File: src/rtl/thp_pkg.sv
`timescale 1ns / 1ps

package thp_pkg;

    localparam int TEMP_W = 12;

    // Sensor read failures at or above this count force a sensor fault
    localparam logic [7:0] FAIL_LIMIT = 8'd6;

    localparam logic [6:0] DUTY_OFF   = 7'd0;
    localparam logic [6:0] DUTY_WARN  = 7'd45;
    localparam logic [6:0] DUTY_LIMIT = 7'd80;
    localparam logic [6:0] DUTY_FAULT = 7'd100;

    // Configuration register indexes
    localparam logic [2:0] CFG_WARN_ENTER  = 3'd0;
    localparam logic [2:0] CFG_WARN_EXIT   = 3'd1;
    localparam logic [2:0] CFG_LIMIT_ENTER = 3'd2;
    localparam logic [2:0] CFG_LIMIT_EXIT  = 3'd3;
    localparam logic [2:0] CFG_FAULT_ENTER = 3'd4;
    localparam logic [2:0] CFG_FAULT_EXIT  = 3'd5;
    localparam logic [2:0] CFG_COLD_ENTER  = 3'd6;
    localparam logic [2:0] CFG_COLD_EXIT   = 3'd7;

    localparam logic [0:0] ACT_SAMPLE = 1'b0;
    localparam logic [0:0] ACT_CLEAR  = 1'b1;

    typedef enum logic [1:0] {
        ST_NORMAL = 2'd0,
        ST_WARN   = 2'd1,
        ST_LIMIT  = 2'd2,
        ST_FAULT  = 2'd3
    } mode_t;

    typedef enum logic [1:0] {
        CA_NONE   = 2'd0,
        CA_HOT    = 2'd1,
        CA_COLD   = 2'd2,
        CA_SENSOR = 2'd3
    } cause_t;

    typedef logic signed [TEMP_W-1:0] temp_t;

    typedef struct packed {
        temp_t warn_enter;
        temp_t warn_exit;
        temp_t limit_enter;
        temp_t limit_exit;
        temp_t fault_enter;
        temp_t fault_exit;
        temp_t cold_enter;
        temp_t cold_exit;
    } cfg_t;

    localparam cfg_t CFG_RESET = '{
        warn_enter:  12'sd400,
        warn_exit:   12'sd370,
        limit_enter: 12'sd500,
        limit_exit:  12'sd470,
        fault_enter: 12'sd550,
        fault_exit:  12'sd500,
        cold_enter:  12'sd0,
        cold_exit:   12'sd30
    };

    typedef struct packed {
        logic       action;
        logic       sensor_valid;
        logic [7:0] read_fails;
        temp_t      probe_a_temp;
        temp_t      probe_b_temp;
        temp_t      die_temp_in;
    } item_t;

    typedef struct packed {
        mode_t  mode;
        cause_t cause;
        logic   fault_latch;
        logic   sensor_good;
        temp_t  hottest;
        temp_t  coldest;
        temp_t  die;
    } state_t;

    typedef struct packed {
        mode_t      thermal_state;
        cause_t     cause;
        logic [6:0] fan_duty;
        logic       chg_block;
        logic       dsg_block;
        logic       sensor_good;
        temp_t      hottest;
        temp_t      coldest;
        temp_t      die_temp_out;
        logic       clear_done;
    } result_t;

endpackage

File: src/rtl/thp_core.sv
`timescale 1ns / 1ps

module thp_core (
    input  thp_pkg::cfg_t    cfg,
    input  thp_pkg::state_t  state_cur,
    input  thp_pkg::item_t   item,
    output thp_pkg::state_t  state_next,
    output thp_pkg::result_t res_next
);
    import thp_pkg::*;

    function automatic mode_t hot_band(input temp_t t, input mode_t prev, input cfg_t c);
        mode_t m;
        if (t >= c.fault_enter) begin
            m = ST_FAULT;
        end else if (prev == ST_FAULT) begin
            m = ST_FAULT;
        end else if (t >= c.limit_enter) begin
            m = ST_LIMIT;
        end else if (prev == ST_LIMIT && t > c.limit_exit) begin
            m = ST_LIMIT;
        end else if (t >= c.warn_enter) begin
            m = ST_WARN;
        end else if (prev == ST_WARN && t > c.warn_exit) begin
            m = ST_WARN;
        end else begin
            m = ST_NORMAL;
        end
        return m;
    endfunction

    always_comb begin
        state_t st;
        mode_t  nxt;
        temp_t  hot;
        temp_t  cold;
        logic   bad;
        logic   cleared;

        st      = state_cur;
        cleared = 1'b0;
        hot     = (item.probe_a_temp > item.probe_b_temp) ? item.probe_a_temp
                                                          : item.probe_b_temp;
        cold    = (item.probe_a_temp < item.probe_b_temp) ? item.probe_a_temp
                                                          : item.probe_b_temp;
        bad     = !item.sensor_valid || (item.read_fails >= FAIL_LIMIT);
        nxt     = ST_NORMAL;

        if (item.action == ACT_CLEAR) begin
            if (st.mode == ST_FAULT && st.sensor_good && st.hottest <= cfg.fault_exit
                    && st.cause != CA_SENSOR) begin
                cleared        = 1'b1;
                st.fault_latch = 1'b0;
                st.mode        = hot_band(st.hottest, ST_LIMIT, cfg);
                if (st.coldest < cfg.cold_enter) begin
                    st.mode  = ST_LIMIT;
                    st.cause = CA_COLD;
                end else if (st.mode == ST_NORMAL) begin
                    st.cause = CA_NONE;
                end else begin
                    st.cause = CA_HOT;
                end
            end
        end else if (bad) begin
            // Keep the stored temperatures
            st.sensor_good = 1'b0;
            st.mode        = ST_FAULT;
            st.cause       = CA_SENSOR;
            st.fault_latch = 1'b1;
        end else begin
            st.sensor_good = 1'b1;
            st.hottest     = hot;
            st.coldest     = cold;
            st.die         = item.die_temp_in;
            // A good sample recovers from a sensor fault on its own
            if (st.fault_latch && st.cause == CA_SENSOR) begin
                st.fault_latch = 1'b0;
                st.mode        = ST_NORMAL;
                st.cause       = CA_NONE;
            end
            nxt = hot_band(hot, st.mode, cfg);
            if (nxt == ST_FAULT) begin
                st.fault_latch = 1'b1;
                st.cause       = CA_HOT;
            end else if (cold < cfg.cold_enter
                         || (st.cause == CA_COLD && cold < cfg.cold_exit)) begin
                if (nxt == ST_NORMAL || nxt == ST_WARN) begin
                    nxt = ST_LIMIT;
                end
                st.cause = CA_COLD;
            end else if (nxt == ST_NORMAL) begin
                st.cause = CA_NONE;
            end else begin
                st.cause = CA_HOT;
            end
            if (st.fault_latch && st.cause == CA_HOT) begin
                nxt = ST_FAULT;
            end
            st.mode = nxt;
        end

        state_next = st;

        res_next.thermal_state = st.mode;
        res_next.cause         = st.cause;
        res_next.sensor_good   = st.sensor_good;
        res_next.hottest       = st.hottest;
        res_next.coldest       = st.coldest;
        res_next.die_temp_out  = st.die;
        res_next.clear_done    = cleared;
        case (st.mode)
            ST_WARN: begin
                res_next.fan_duty  = DUTY_WARN;
                res_next.chg_block = 1'b0;
                res_next.dsg_block = 1'b0;
            end
            ST_LIMIT: begin
                res_next.fan_duty  = (st.cause == CA_COLD) ? DUTY_OFF : DUTY_LIMIT;
                res_next.chg_block = 1'b1;
                res_next.dsg_block = 1'b0;
            end
            ST_FAULT: begin
                res_next.fan_duty  = DUTY_FAULT;
                res_next.chg_block = 1'b1;
                res_next.dsg_block = 1'b1;
            end
            default: begin
                res_next.fan_duty  = DUTY_OFF;
                res_next.chg_block = 1'b0;
                res_next.dsg_block = 1'b0;
            end
        endcase
    end

endmodule

File: src/rtl/thermal_hysteresis_policy.sv
`timescale 1ns / 1ps

// Battery thermal policy.
// Slave stream: one item per transfer. s_tuser carries the action (sample or
// clear-fault request); s_tdata carries the sensor reading.
// Master stream: one result per item, in order, with the band, cause, fan duty,
// FET-off flags, stored temperatures and the clear outcome.
// Configuration channel: cfg_index selects one of eight 12-bit thresholds,
// cfg_data is the value; cfg_ready is always high. Write only while idle.
// Path: an accepted item passes the input register, then the result register,
// where m_tvalid rises. Throughput: one item per cycle while m_tready is high;
// the whole policy update is a single pass of compares between the two
// registers, and the policy state is written as the item moves into the result
// register.
// Reset (aresetn low, synchronous): thresholds return to their defaults, the
// band is NORMAL with no cause, no fault latched, stored temperatures zero,
// both stages empty.
// Receiver stall: the result register holds, the input register can still take
// one item, then s_tready falls until m_tready returns.
module thermal_hysteresis_policy (
    input  logic        aclk,
    input  logic        aresetn,
    input  logic        s_tvalid,
    output logic        s_tready,
    // [0] sensor_valid, [8:1] read_fails, [20:9] probe_a_temp,
    // [32:21] probe_b_temp, [44:33] die_temp_in, [47:45] zero
    input  logic [47:0] s_tdata,
    // [0] action
    input  logic [0:0]  s_tuser,
    output logic        m_tvalid,
    input  logic        m_tready,
    // [1:0] thermal_state, [3:2] cause, [10:4] fan_duty, [11] chg_block,
    // [12] dsg_block, [13] sensor_good, [25:14] hottest, [37:26] coldest,
    // [49:38] die_temp_out, [50] clear_done, [55:51] zero
    output logic [55:0] m_tdata,
    input  logic        cfg_valid,
    output logic        cfg_ready,
    input  logic [2:0]  cfg_index,
    input  logic [11:0] cfg_data
);
    import thp_pkg::*;

    cfg_t    cfg_reg;
    state_t  state_reg;
    state_t  state_next;
    item_t   item_reg;
    logic    in_valid_reg;
    result_t res_reg;
    result_t res_next;
    logic    out_valid_reg;
    logic    out_adv;
    logic    in_adv;

    assign cfg_ready = 1'b1;
    assign out_adv   = in_valid_reg && (!out_valid_reg || m_tready);
    assign s_tready  = !in_valid_reg || out_adv;
    assign in_adv    = s_tvalid && s_tready;
    assign m_tvalid  = out_valid_reg;

    assign m_tdata = {5'd0, res_reg.clear_done, res_reg.die_temp_out, res_reg.coldest,
                      res_reg.hottest, res_reg.sensor_good, res_reg.dsg_block,
                      res_reg.chg_block, res_reg.fan_duty, res_reg.cause,
                      res_reg.thermal_state};

    thp_core u_core (
        .cfg        (cfg_reg),
        .state_cur  (state_reg),
        .item       (item_reg),
        .state_next (state_next),
        .res_next   (res_next)
    );

    always_ff @(posedge aclk) begin
        if (!aresetn) begin
            cfg_reg <= CFG_RESET;
        end else if (cfg_valid && cfg_ready) begin
            case (cfg_index)
                CFG_WARN_ENTER:  cfg_reg.warn_enter  <= cfg_data;
                CFG_WARN_EXIT:   cfg_reg.warn_exit   <= cfg_data;
                CFG_LIMIT_ENTER: cfg_reg.limit_enter <= cfg_data;
                CFG_LIMIT_EXIT:  cfg_reg.limit_exit  <= cfg_data;
                CFG_FAULT_ENTER: cfg_reg.fault_enter <= cfg_data;
                CFG_FAULT_EXIT:  cfg_reg.fault_exit  <= cfg_data;
                CFG_COLD_ENTER:  cfg_reg.cold_enter  <= cfg_data;
                CFG_COLD_EXIT:   cfg_reg.cold_exit   <= cfg_data;
                default: begin
                end
            endcase
        end
    end

    // Input stage
    always_ff @(posedge aclk) begin
        if (!aresetn) begin
            in_valid_reg <= 1'b0;
        end else if (s_tready) begin
            in_valid_reg <= s_tvalid;
        end
    end

    always_ff @(posedge aclk) begin
        if (in_adv) begin
            item_reg.action       <= s_tuser[0];
            item_reg.sensor_valid <= s_tdata[0];
            item_reg.read_fails   <= s_tdata[8:1];
            item_reg.probe_a_temp <= s_tdata[20:9];
            item_reg.probe_b_temp <= s_tdata[32:21];
            item_reg.die_temp_in  <= s_tdata[44:33];
        end
    end

    // Policy state and result stage advance together
    always_ff @(posedge aclk) begin
        if (!aresetn) begin
            state_reg     <= '{mode: ST_NORMAL, cause: CA_NONE, fault_latch: 1'b0,
                               sensor_good: 1'b0, hottest: '0, coldest: '0, die: '0};
            out_valid_reg <= 1'b0;
        end else begin
            if (out_adv) begin
                state_reg     <= state_next;
                out_valid_reg <= 1'b1;
            end else if (m_tready) begin
                out_valid_reg <= 1'b0;
            end
        end
    end

    always_ff @(posedge aclk) begin
        if (out_adv) begin
            res_reg <= res_next;
        end
    end

    a_state_hold: assert property (@(posedge aclk) disable iff (!aresetn)
        !out_adv |=> $stable(state_reg))
        else $error("policy state changed without an item");

    a_hot_latch_fault: assert property (@(posedge aclk) disable iff (!aresetn)
        (state_reg.fault_latch && state_reg.cause == CA_HOT) |-> state_reg.mode == ST_FAULT)
        else $error("hot fault latched outside FAULT");

    a_sensor_fault: assert property (@(posedge aclk) disable iff (!aresetn)
        (out_valid_reg && res_reg.cause == CA_SENSOR)
            |-> (res_reg.thermal_state == ST_FAULT && !res_reg.sensor_good))
        else $error("sensor cause without sensor fault");

    a_dsg_fault: assert property (@(posedge aclk) disable iff (!aresetn)
        (out_valid_reg && res_reg.dsg_block) |-> res_reg.thermal_state == ST_FAULT)
        else $error("discharge off outside FAULT");

    a_clear_good: assert property (@(posedge aclk) disable iff (!aresetn)
        (out_valid_reg && res_reg.clear_done)
            |-> (res_reg.sensor_good && !state_reg.fault_latch))
        else $error("clear reported with bad sensor or fault still latched");

endmodule

File: config.mk
export PLATFORM = sky130hd
export DESIGN_NAME = thermal_hysteresis_policy
export DESIGN_NICKNAME = d
export VERILOG_FILES = /design/src/rtl/thp_pkg.sv /design/src/rtl/thp_core.sv /design/src/rtl/thermal_hysteresis_policy.sv
export SDC_FILE = /design/constraint.sdc
export NUM_CORES = 1
export LEC_CHECK = 0
export ABC_AREA = 1
export BUFFER_PORTS_ARGS = -buffer_cell sky130_fd_sc_hd__buf_2
export CAP_MARGIN = 5
export CORE_ASPECT_RATIO = 2
export CORE_MARGIN = 4
export CORE_UTILIZATION = 55
export DETAILED_ROUTE_END_ITERATION = 7
export PLACE_DENSITY = 0.75
export SLEW_MARGIN = 20
export SYNTH_ARGS = -nofsm -noshare
export SYNTH_HDL_FRONTEND = slang
export SYNTH_HIERARCHICAL = 1
export SYNTH_SLANG_ARGS = --single-unit
File: constraint.sdc
create_clock -name aclk -period 7.4 [get_ports aclk]
set_input_delay 0.37 -clock aclk [delete_from_list [all_inputs] [get_ports aclk]]
set_output_delay 0.37 -clock aclk [all_outputs]
set_load 0.01 [all_outputs]
# Word level (Yosys, flattened, before mapping)

Cells that the tools add are included.

Register bits after elaboration: 237
Latch bits: 0
Memory bits (writable): 0
ROM bits: 0
Output and inout bits: 59
Word-level logic and storage cells: 146
Memories kept: 0

Add/sub/neg operators: 0
Multipliers: 0
Divide/modulo/power cells: 0
Order comparisons: 16
Eq/ne operators: 22
Shift-type cells: 0
Muxes and demuxes: 44
Bitwise logic cells: 0
Reduce and logical (&&, ||, !) cells: 31

Operators with widths:

| kind                                                                                | count |
|---|---|
| 12-bit greater-or-equal comparator                                                  | 6 |
| 12-bit greater-than comparator                                                      | 4 |
| 12-bit less-than comparator                                                         | 4 |
| 2-bit 2-to-1 mux                                                                    | 22 |
| 37-bit 2-to-1 mux                                                                   | 1 |
| 36-bit 2-to-1 mux                                                                   | 1 |
| 9-bit case mux with 3 select lines                                                  | 1 |
| 5-bit 2-to-1 mux                                                                    | 5 |
| 12-bit 2-to-1 mux                                                                   | 2 |
| 2-bit == test, second input constant                                                | 9 |
| 2-bit AND reduction                                                                 | 9 |
| 3-bit == test, second input constant                                                | 4 |
| 12-bit <= comparator                                                                | 1 |
| 1-bit logical AND                                                                   | 10 |
| 1-bit 2-to-1 mux                                                                    | 10 |
| 2-bit by 1-bit == test with 1-bit output, second input constant                     | 4 |
| 8-bit by 3-bit greater-or-equal comparator with 1-bit output, second input constant | 1 |
| 7-bit 2-to-1 mux                                                                    | 1 |
| 3-bit by 2-bit == test with 1-bit output, second input constant                     | 2 |
| 6-bit 2-to-1 mux                                                                    | 1 |
| 1-bit logical OR                                                                    | 5 |
| 2-bit logical NOT                                                                   | 2 |
| 3-bit by 1-bit == test with 1-bit output, second input constant                     | 1 |
| 1-bit logical NOT                                                                   | 3 |
| 4 further kinds                                                                     | 4 |

# Depth between registers and ports, before layout

Gate-level depths: netlist (run 1).

Depth in word-level cells: 29
Gate-level depth with buffers: 37

# Modules after synthesis

Netlist (run 1), hierarchy kept.

By module, submodules not included:

| module                    | instances | cells an instance | area each (µm²) | seq. area each (µm²) |
|---|---|---|---|---|
| thermal_hysteresis_policy | 1         | 861               | 8485.6          | 5715.5 |
| thp_core                  | 1         | 901               | 5509.0          | 0.0 |

# Worst setup path before layout (run 1)

OpenSTA, ideal clock, no wires.

Kind: reg-to-reg
Start point: reg item_reg[35] (netlist name)
End point: reg res_reg (netlist bit m_tdata[7]) (data pin)
Arrival time: 3.803 ns
Setup slack: 3.346 ns
Cell stages (with the launch flop): 30
Buffers on the path: 2
Clock period less this slack: 4.054 ns
Cell sequence: edfxtp_1 -> ha_1 -> nand2_1 -> inv_2 -> nand2_4 -> nor2_4 -> nand2_2 -> nand3_2 -> nand2_1 -> nand2_1 -> o21ai_1 -> clkbuf_1 -> o21ai_0 -> ha_1 -> a21oi_1 -> nor2_1 -> a211oi_1 -> o21ai_0 -> nand3_1 -> nand2_1 -> nand2_1 -> nand2_1 -> nand2_1 -> nand3_1 -> nor2_1 -> nand2_1 -> nand3_4 -> a21oi_4 -> nor2b_1 -> buf_4

RTL lines:

| element              | RTL line                         | RTL |
|---|---|---|
| start, declared      | thermal_hysteresis_policy.sv:46  | `item_t item_reg;` |
| end signal, assigned | thermal_hysteresis_policy.sv:130 | `res_reg <= res_next;` |
| end, declared        | thermal_hysteresis_policy.sv:48  | `result_t res_reg;` |

# Worst setup path in the final report (run 1)

Start point: reg item_reg[35] (netlist name)
End point: reg state_reg[40] (netlist name)

Longest elaborated chain between the ends: 23
Elaborated cells on any way between the ends: 43
Those cells by class: order compare (9); eq/ne (3); mux (24); reduce/logical (7)

Ends and longest elaborated chain:

| element                                  | RTL line                         | RTL |
|---|---|---|
| 12-bit greater-than comparator           | thp_core.sv:42                   | `hot = (item.probe_a_temp > item.probe_b_temp) ? item.probe_a_temp` |
| 12-bit 2-to-1 mux                        | thp_core.sv:42                   |  |
| 12-bit greater-than comparator           | thp_core.sv:24                   | `end else if (prev == ST_WARN && t > c.warn_exit) begin` |
| 1-bit logical AND                        | thp_core.sv:24                   |  |
| 1-bit 2-to-1 mux                         | thp_core.sv:24                   |  |
| 2-bit 2-to-1 mux                         | thp_core.sv:22                   | `end else if (t >= c.warn_enter) begin` |
| 2-bit 2-to-1 mux                         | thp_core.sv:20                   | `end else if (prev == ST_LIMIT && t > c.limit_exit) begin` |
| 2-bit 2-to-1 mux                         | thp_core.sv:18                   | `end else if (t >= c.limit_enter) begin` |
| [... 7 more ...]                         | n/a                              |  |
| 2-bit 2-to-1 mux                         | thp_core.sv:82                   | `if (nxt == ST_FAULT) begin` |
| 2-bit 2-to-1 mux                         | thp_core.sv:64                   | `end else if (bad) begin` |
| 2-bit 2-to-1 mux                         | thp_core.sv:49                   | `if (item.action == ACT_CLEAR) begin` |
| 2-bit by 1-bit == test with 1-bit output | thp_core.sv:96                   | `if (st.fault_latch && st.cause == CA_HOT) begin` |
| 1-bit logical AND                        | thp_core.sv:96                   |  |
| 2-bit 2-to-1 mux (*)                     | thp_core.sv:96                   |  |
| 6-bit 2-to-1 mux (*)                     | thp_core.sv:64                   |  |
| 5-bit 2-to-1 mux (*)                     | thp_core.sv:49                   |  |
| end signal, assigned                     | thermal_hysteresis_policy.sv:115 | `state_reg <= '{mode: ST_NORMAL, cause: CA_NONE, fault_latch: 1'b0,` |
| end signal, assigned                     | thermal_hysteresis_policy.sv:120 | `state_reg <= state_next;` |
| end, declared                            | thermal_hysteresis_policy.sv:44  | `state_t state_reg;` |

Mark *: on every way between the ends. The rest lies on a longest branch, timed or not. The select of a mux whose other input is x is not followed.
A chain may end at the register's enable or synchronous reset.

==> results of run 1 <==
[layer usage]
layer | wire length [microns] | global-route usage (%) | part of all wire, % | vias to the layer above
met3 | 1770 | 3.27 | 4.9 | 125
li1 | - | - | - | 5804
met4 | 2770 | 17.6 | 7.7 | 0
met5 | 0 | 0 | 0 | -
met1 | 13000 | 26.9 | 36 | 5332
met2 | 18700 | 47.3 | 52 | 364
[worst register-to-register path: cells and delay by family (launching register included)]
family,cells,cell delay (ps)
and+or+nand+nor,16,1770
AOI/OAI and AO/OA,9,2240
adders and majority gates,2,790
buffers and inverters,3,420
DFF,1,430
[final cells by class]
| cell class | count | area, sq um | area share (%) |
|---|---|---|---|
| Clock buffer | 29 | 618 | 4.04 |
| Clock inverter | 13 | 141 | 0.924 |
| Inverter | 196 | 736 | 4.81 |
| Multi-Input combinational cell | 1227 | 6890 | 45.0 |
| Sequential cell | 236 | 5690 | 37.1 |
| Tap cell | 336 | 420 | 2.75 |
| Timing Repair Buffer | 142 | 818 | 5.35 |
[timing repair]
item / 4_1_cts / 5_1_grt
hold buffers: 12 / 0
resized for setup: 0 / 0
endpoints found under the hold margin: 12 / 0
buffers inserted: 0 / 0
[cell usage in the layout, fill, tap and decap left out, drive strengths merged, types with 7 or more instances in the layout]
master       count
nand3          112
inv            197
ha             165
a21oi           83
nand4           15
nand2          411
nor2           297
nand3b          43
dfxtp          140
clkinv           8
clkbuf          29
buf            130
o21ai           49
conb             7
edfxtp          96
dlygate4sd3     12
[through the flow]
step | hold WS [ps] | setup WS (ps) | util, %
floorplan | 429 | 3350 | -
global placement | 439 | 1890 | 57.6
detailed placement | 445 | 1770 | 57.6
CTS | 0.342 | 1760 | 61.1
global route | 0.866 | 1260 | 61.2
finish | 15.6 | 1650 | 61.2
[worst max path at each step]
stage / startpoint / endpoint / slack [ps] / cells past startpoint
after global routing: item_reg[35]$_DFFE_PP_ / state_reg[40]$_SDFFE_PN0P_ / 1260 / 30
final: item_reg[35]$_DFFE_PP_ / state_reg[40]$_SDFFE_PN0P_ / 1650 / 30
after detailed placement: item_reg[35]$_DFFE_PP_ / state_reg[40]$_SDFFE_PN0P_ / 1770 / 30
after CTS: item_reg[35]$_DFFE_PP_ / state_reg[40]$_SDFFE_PN0P_ / 1760 / 30
after global placement: item_reg[35]$_DFFE_PP_ / m_tdata[4]$_DFFE_PP_ / 1890 / 28
after floorplan: item_reg[35]$_DFFE_PP_ / m_tdata[7]$_DFFE_PP_ / 3350 / 29
[power by group through the flow]
| stage | logic, W | registers, W | clock network [W] |
|---|---|---|---|
| floorplan | 0.000502 | 0.00149 | 0 |
| global placement | 0.000666 | 0.00150 | 0 |
| detailed placement | 0.000693 | 0.00150 | 0 |
| CTS | 0.000704 | 0.00147 | 0.00122 |
| global route | 0.000803 | 0.00148 | 0.00127 |
| finish | 0.000711 | 0.00147 | 0.00120 |
==> results.sh, run 1 <==
export IMPL_outcome="completed"
export IMPL_grt_overflow=0
export IMPL_place_inst=2124
export IMPL_vdd_drop_max_uv=153
export IMPL_avgSynthCellArea_sq_um=7.93
export IMPL_power_w=0.00338
export IMPL_wl_per_cell_microns=16.6
export IMPL_finalMaxSlewViolations=0
export IMPL_path_class="flip-flop to flip-flop"
export IMPL_rsz0062_at_grt="no"
export IMPL_numCtsBuffers=23
export IMPL_final_cells=2179
export IMPL_start_util_pct=55.8
export IMPL_firstDrtPassIters=6
export IMPL_layout_drive_gt1_share_pct=11.0
export IMPL_cp_required_ps=7830
export IMPL_syn_area_sq_mm=0.0140
export IMPL_critPathArrivalTime_ps=6180
export IMPL_portBuffers=117
export IMPL_die_x_microns=121
export IMPL_finalWirelength_mm=36.2
export IMPL_die_height_microns=233
export IMPL_root_buffer="clkbuf_16"
export IMPL_cpPeakStageDelay_ps=850
export IMPL_crit_fanout=24
export IMPL_tritoncts="done"
export IMPL_area_growth_syn_to_layout_pct=9.62
export IMPL_cts_buffer_depth=3
export IMPL_critPathBufInv=3
export IMPL_synth_cells=1761
export IMPL_seqPwrFrac_pct=43.6
export IMPL_fin_tns_setup_ps=0
export IMPL_cts_num_sinks=236
export IMPL_grt_pass1_wl_mm=57.5
export IMPL_finalHoldViolCount=0
export IMPL_combinationalPowerShare_pct=21.0
export IMPL_clk_latency_ps=540
export IMPL_powerDensity_mw_per_mm2=221
export IMPL_hold_path_class="input pin to flip-flop"
export IMPL_path_delay_family="compound AO/OA/AOI/OAI gates"
export IMPL_ios=128
export IMPL_clk_pin_slew_ps=60
export IMPL_min_to="item_reg[39]$_DFFE_PP_"
export IMPL_setup_viol=0
export IMPL_via_per_inst=5.34
export IMPL_nFillCells=2245
export IMPL_vias=11600
export IMPL_dpl_cell_area_sq_mm=0.0144
export IMPL_drv_cap=0
export IMPL_grt_usage_pct=25.8
export IMPL_gp_congestion=0.925
export IMPL_fmax_ghz=0.174
export IMPL_htreeDepth=1
export IMPL_die_area_sq_mm=0.0282
export IMPL_power_frac_clock_pct=35.4
export IMPL_rows=82
export IMPL_ant_nets=0
export IMPL_worstSetupStartpointType="flip-flop"
export IMPL_period_needed_ps=5750
export IMPL_hold_start="s_tdata[4]"
export IMPL_hold_depth=1
export IMPL_p_leak_nw=7.42
export IMPL_hpwl_mm=26.4
export IMPL_grt_max_degree=97
export IMPL_critical_path_slowest_cell="o21ai_1"
export IMPL_fin_nets=2060
export IMPL_diodes=0
export IMPL_largest_reg_flops=96
export IMPL_reg2reg_from="item_reg[35]$_DFFE_PP_"
export IMPL_finClkSkew_ps=20.9
export IMPL_yosys_warnings=6
export IMPL_drc=0
export IMPL_antenna_found_initial=0
export IMPL_grt_pass1_vias=11500
export IMPL_final_area_sq_mm=0.0153
export IMPL_swShare_pct=29.6
export IMPL_relSlewSlack_pct=24.2
export IMPL_critPathCaptureType="flip-flop"
export IMPL_drt_iter0_drc=792
export IMPL_r2r_worst_path_cells=30
export IMPL_core_sq_mm=0.0250
export IMPL_reg2reg_slack_ps=1650
export IMPL_post_route_period_util_pct=77.7
export IMPL_p_sw_w=0.00100
export IMPL_crit_path_frequent_cell="nand2_1"
export IMPL_r2r_end="state_reg[40]$_SDFFE_PN0P_"
export IMPL_tightest_slew_ps=1130
export IMPL_p_int_w=0.00238
No activity file was read; power rests on OpenSTA's default activity.
==> run 2, diff against run 1 <==
==> constraint.sdc (replaced) <==
create_clock -name aclk -period 5.9 [get_ports aclk]
set_input_delay 0.295 -clock aclk [delete_from_list [all_inputs] [get_ports aclk]]
set_output_delay 0.295 -clock aclk [all_outputs]
set_load 0.01 [all_outputs]
==> results.sh, run 2 (synthesis results as in run 1) <==
export IMPL_relSlewSlack_pct=27.7
export IMPL_power_frac_clock_pct=36.9
export IMPL_reg2reg_from="item_reg[35]$_DFFE_PP_"
export IMPL_ios=128
export IMPL_period_needed_ps=4930
export IMPL_combinationalPowerShare_pct=21.3
export IMPL_post_cts_resized=0
export IMPL_finalMaxSlewViolations=0
export IMPL_numCtsBuffers=23
export IMPL_grt_pass1_wl_mm=58.5
export IMPL_finalWirelength_mm=37.8
export IMPL_post_cts_buffers=0
export IMPL_reg2reg_slack_ps=970
export IMPL_layout_commonest_cell="nand2_1"
export IMPL_powerDensity_mw_per_mm2=280
export IMPL_worstSetupStartpointType="flip-flop"
export IMPL_largest_reg_flops=96
export IMPL_finClkSkew_ps=25.0
export IMPL_grt_usage_pct=26.4
export IMPL_swShare_pct=30.2
export IMPL_cpPeakStageDelay_ps=850
export IMPL_hold_path_class="input pin to flip-flop"
export IMPL_tightest_slew_ps=1080
export IMPL_core_sq_mm=0.0250
export IMPL_root_buffer="clkbuf_16"
export IMPL_tritoncts="done"
export IMPL_layout_drive_gt1_share_pct=11.4
export IMPL_gp_congestion=0.934
export IMPL_clk_latency_ps=540
export IMPL_crit_path_frequent_cell="nand2_1"
export IMPL_rsz0062_at_grt="no"
export IMPL_setup_ws_ps=970
export IMPL_p_sw_w=0.00133
export IMPL_path_class="flip-flop to flip-flop"
export IMPL_wl_per_cell_microns=17.0
export IMPL_p_int_w=0.00308
export IMPL_drc=0
export IMPL_htreeDepth=1
export IMPL_vdd_drop_max_uv=230
export IMPL_hold_start="cfg_data[3]"
export IMPL_crit_fanout=22
export IMPL_die_x_microns=121
export IMPL_clk_pin_slew_ps=70
export IMPL_area_growth_syn_to_layout_pct=13.0
export IMPL_seqPwrFrac_pct=41.9
export IMPL_antenna_found_initial=0
export IMPL_r2r_end="state_reg[40]$_SDFFE_PN0P_"
export IMPL_min_to="cfg_reg[3]$_SDFFE_PN1P_"
export IMPL_hpwl_mm=26.6
export IMPL_grt_pass1_vias=11700
export IMPL_fin_tns_setup_ps=0
export IMPL_cts_buffer_depth=3
export IMPL_die_height_microns=233
export IMPL_r2r_worst_path_cells=28
export IMPL_diodes=0
export IMPL_setup_viol=0
export IMPL_fmax_ghz=0.203
export IMPL_via_per_inst=5.39
export IMPL_start_util_pct=55.8
export IMPL_cp_required_ps=6390
export IMPL_hold_depth=3
export IMPL_p_leak_nw=7.62
export IMPL_die_area_sq_mm=0.0282
export IMPL_critPathArrivalTime_ps=5420
export IMPL_cts_num_sinks=236
export IMPL_finalHoldViolCount=0
export IMPL_drt_iter0_drc=858
export IMPL_vias=12000
export IMPL_rows=82
export IMPL_portBuffers=117
export IMPL_place_ws_ps=1020
export IMPL_mostFrequentLayoutCells="nand2_1, nor2_1, inv_1, ha_1, dfxtp_1"
export IMPL_outcome="completed"
export IMPL_critPathCaptureType="flip-flop"
export IMPL_drv_cap=0
export IMPL_critical_path_slowest_cell="o21ai_1"
export IMPL_firstDrtPassIters=5
export IMPL_ant_nets=0
export IMPL_fin_nets=2102
export IMPL_post_route_period_util_pct=83.6
export IMPL_grt_overflow=0
export IMPL_grt_max_degree=92
-- run 2: changes by cell type in the layout (fill, tap and decap cells not counted), moves of 2 or more --
cell           previous run  this run
buf_4                    13        21
clkinv_1                  4         2
clkinv_2                  4         0
clkinv_4                  0         3
dlygate4sd3_1            12        46
o21ai_0                  40        42
o21ai_1                   9         7
-- run 2: cell type report --
type	instances	area, sq um
clock inverters	14	203
flip-flops and latches	236	5690
repair buffers	184	1230
fillers	2201	9250
inverters	196	736
well taps	336	420
clock buffers	28	626
multi-input cells	1227	6890
-- run 2: metal layers --
layer / vias up / global-route usage [%] / share of wire [%]
li1: 5897 / - / -
met1: 5536 / 27.1 / 36
met2: 387 / 48.5 / 51
met3: 146 / 2.96 / 5.0
met4: 0 / 19.5 / 8.2
met5: - / 0 / 0
-- run 2: power groups by stage --
stage,Clock [W],Sequential (W),Combinational (W)
after floorplan,0,0.00187,0.000629
after global placement,0,0.00188,0.000850
after global routing,0.00172,0.00186,0.00104
after CTS,0.00165,0.00185,0.000919
after detailed placement,0,0.00188,0.000889
final,0.00163,0.00185,0.000939
-- run 2: how the worst max path moves through the flow --
stage                     cells past startpoint  slack [ps]              startpoint                         end
after floorplan                              29        1850  item_reg[35]$_DFFE_PP_        m_tdata[7]$_DFFE_PP_
after global placement                       29        1150  item_reg[35]$_DFFE_PP_       m_tdata[10]$_DFFE_PP_
after detailed placement                     28        1020  item_reg[35]$_DFFE_PP_  state_reg[40]$_SDFFE_PN0P_
after CTS                                    28        1000  item_reg[35]$_DFFE_PP_  state_reg[40]$_SDFFE_PN0P_
after global routing                         28         670  item_reg[35]$_DFFE_PP_  state_reg[40]$_SDFFE_PN0P_
final                                        28         970  item_reg[35]$_DFFE_PP_  state_reg[40]$_SDFFE_PN0P_
-- run 2: through the flow --
| step | std cells | instance area (sq um) | hold WS [ps] | total power, W | util (%) |
|---|---|---|---|---|---|
| floorplan | 1765 | 14000 | 394 | 0.00250 | - |
| finish | 2221 | 15800 | 28.8 | 0.00441 | 63.1 |
| global route | 2221 | 15800 | 33.6 | 0.00461 | 63.1 |
| global placement | 2132 | 14500 | 439 | 0.00273 | 57.8 |
| detailed placement | 2132 | 14500 | 443 | 0.00277 | 57.8 |
| CTS | 2220 | 15800 | 8.57 | 0.00441 | 62.9 |
-- run 2: worst max-delay path: cells and delay by family (launching register included) --
kind                     cells  cell delay (ps)
flip-flops                   1              420
buffers and inverters        3              530
AND/OR/NAND/NOR             18             1670
adder cells (fa/ha/maj)      2              770
AO/OA/AOI/OAI                4             1360
XOR/XNOR                     1              150
-- run 2: timing repair --
action	4_1_cts	5_1_grt
hold buffers	46	0
hold endpoints to repair	46	0
endpoints found under the setup margin	0	0
==> run 3, diff against run 2 <==
--- a/config.mk
+++ b/config.mk
@@ -12,7 +12,7 @@
 export CORE_MARGIN = 4
 export CORE_UTILIZATION = 55
 export DETAILED_ROUTE_END_ITERATION = 7
-export PLACE_DENSITY = 0.75
+export PLACE_DENSITY = 0.78
 export SLEW_MARGIN = 20
 export SYNTH_ARGS = -nofsm -noshare
 export SYNTH_HDL_FRONTEND = slang
==> constraint.sdc (replaced) <==
create_clock -name aclk -period 4.1 [get_ports aclk]
set_input_delay 0.205 -clock aclk [delete_from_list [all_inputs] [get_ports aclk]]
set_output_delay 0.205 -clock aclk [all_outputs]
set_load 0.01 [all_outputs]
==> results.sh, run 3 (synthesis results as in run 1) <==
export IMPL_path_delay_family="simple AND/OR/NAND/NOR gates"
export IMPL_rsz0062_at_grt="yes"
export IMPL_finalHoldViolCount=0
export IMPL_grt_util_met3_pct=3.37
export IMPL_grt_max_degree=94
export IMPL_wl_per_cell_microns=17.6
export IMPL_r2r_end="state_reg[41]$_SDFFE_PN0P_"
export IMPL_drt_iter0_drc=840
export IMPL_largest_reg_flops=96
export IMPL_place_inst=2185
export IMPL_firstDrtPassIters=7
export IMPL_critPathArrivalTime_ps=4800
export IMPL_worstSetupStartpointType="flip-flop"
export IMPL_htreeDepth=1
export IMPL_grt_usage_pct=27.2
export IMPL_layout_commonest_cell="nand2_1"
export IMPL_grt_overflow=0
export IMPL_clk_pin_slew_ps=60
export IMPL_die_x_microns=121
export IMPL_core_sq_mm=0.0250
export IMPL_root_buffer="clkbuf_16"
export IMPL_crit_fanout=6
export IMPL_ant_nets=0
export IMPL_die_height_microns=233
export IMPL_reg2reg_slack_ps=-280
export IMPL_p_leak_nw=8.04
export IMPL_diodes=0
export IMPL_mostFrequentLayoutCells="nand2_1, nor2_1, inv_1, ha_1, dfxtp_1"
export IMPL_fin_nets=2183
export IMPL_cp_required_ps=4520
export IMPL_layout_drive_gt1_share_pct=17.5
export IMPL_path_class="flip-flop to flip-flop"
export IMPL_min_to="cfg_reg[67]$_SDFFE_PN1P_"
export IMPL_grt_pass1_wl_mm=60.8
export IMPL_cts_buffer_depth=3
export IMPL_rows=82
export IMPL_cts_num_sinks=236
export IMPL_hpwl_mm=27.3
export IMPL_area_growth_syn_to_layout_pct=19.4
export IMPL_grt_met1_usage_pct=27.2
export IMPL_setup_ws_ps=-279
export IMPL_numCtsBuffers=22
export IMPL_crit_path_frequent_cell="nand2_1"
export IMPL_place_ws_ps=-154
export IMPL_r2r_worst_path_cells=32
export IMPL_critical_path_slowest_cell="edfxtp_1"
export IMPL_critPathCaptureType="flip-flop"
export IMPL_start_util_pct=55.8
export IMPL_use_met2_pct=50.8
export IMPL_setup_viol=15
export IMPL_clk_latency_ps=530
export IMPL_power_w=0.00645
export IMPL_hold_depth=3
export IMPL_finalMaxSlewViolations=0
export IMPL_busiest_layer="met2"
export IMPL_vias=12700
export IMPL_drc=0
export IMPL_fin_tns_setup_ps=-2930
export IMPL_antenna_found_initial=0
export IMPL_drv_cap=0
export IMPL_die_area_sq_mm=0.0282
export IMPL_tightest_slew_ps=1090
export IMPL_violations="negative setup slack"
export IMPL_grt_pass1_vias=12100
export IMPL_outcome="complete, but fails checks"
export IMPL_portBuffers=117
export IMPL_vdd_drop_max_uv=312
export IMPL_tritoncts="done"
export IMPL_critPathBufInv=3
export IMPL_via_per_inst=5.50
export IMPL_finalWirelength_mm=40.5
export IMPL_ios=128
export IMPL_final_core_util_pct=66.6
export IMPL_finClkSkew_ps=19.6
export IMPL_powerDensity_mw_per_mm2=387
export IMPL_hold_path_class="input pin to flip-flop"
export IMPL_relSlewSlack_pct=26.9
export IMPL_cpPeakStageDelay_ps=450
export IMPL_final_cells=2301
export IMPL_period_needed_ps=4380
export IMPL_gp_congestion=0.974
export IMPL_fmax_ghz=0.228
export IMPL_reg2reg_from="item_reg[33]$_DFFE_PP_"
export IMPL_hold_start="cfg_data[7]"
export IMPL_post_route_period_util_pct=107
-- run 3: worst register-to-register path, delay by kind of cell, from the launching register on --
kind	cells	cell delay [ps]
fa+ha+maj	2	570
buf+inv	3	470
compound gates	7	830
simple gates	20	1960
flops	1	450
-- run 3: how the worst max path moves through the flow --
| stage | cells after the start | to | slack [ps] | start |
|---|---|---|---|---|
| after floorplan | 29 | m_tdata[7]$_DFFE_PP_ | 50 | item_reg[35]$_DFFE_PP_ |
| after global placement | 36 | m_tdata[10]$_DFFE_PP_ | -40 | item_reg[35]$_DFFE_PP_ |
| after detailed placement | 30 | m_tdata[10]$_DFFE_PP_ | -150 | item_reg[35]$_DFFE_PP_ |
| after CTS | 30 | state_reg[41]$_SDFFE_PN0P_ | -10 | item_reg[29]$_DFFE_PP_ |
| after global routing | 33 | state_reg[38]$_SDFFE_PN0P_ | -430 | item_reg[26]$_DFFE_PP_ |
| final | 32 | state_reg[41]$_SDFFE_PN0P_ | -280 | item_reg[33]$_DFFE_PP_ |
-- run 3: layer usage --
layer	routed length (microns)	up-vias
li1	-	6048
met5	0	-
met3	2160	208
met2	20900	516
met1	14000	5883
met4	3410	0
-- run 3: report_power, final --
group          internal (W)  leakage, nW  switching (W)
Sequential          0.00257         2.07      0.0000904
Clock               0.00125        0.367       0.000924
Combinational      0.000667         5.60       0.000936
-- run 3: area by class of cell --
class	instances	area [sq um]
Fill cell	1996	8360
Inverter	196	736
Sequential cell	236	5690
Tap cell	336	420
Clock inverter	13	151
Multi-Input combinational cell	1227	7170
Timing Repair Buffer	266	1900
Clock buffer	27	611
-- run 3: timing repair --
item,4_1_cts,5_1_grt
endpoints found under the setup margin,14,17
cloned,1,1
endpoints found under the hold margin,48,0
buffers inserted,12,14
gates resized for setup,29,58
hold buffers,48,0
pin swaps,13,35
-- run 3: per-stage QoR --
step | hold WS, ps | area (sq um)
final | 8.05 | 16700
after global placement | 381 | 14900
after global routing | 14.0 | 16700
after detailed placement | 384 | 14900
after CTS | 0.549 | 16300
after floorplan | 304 | 14000
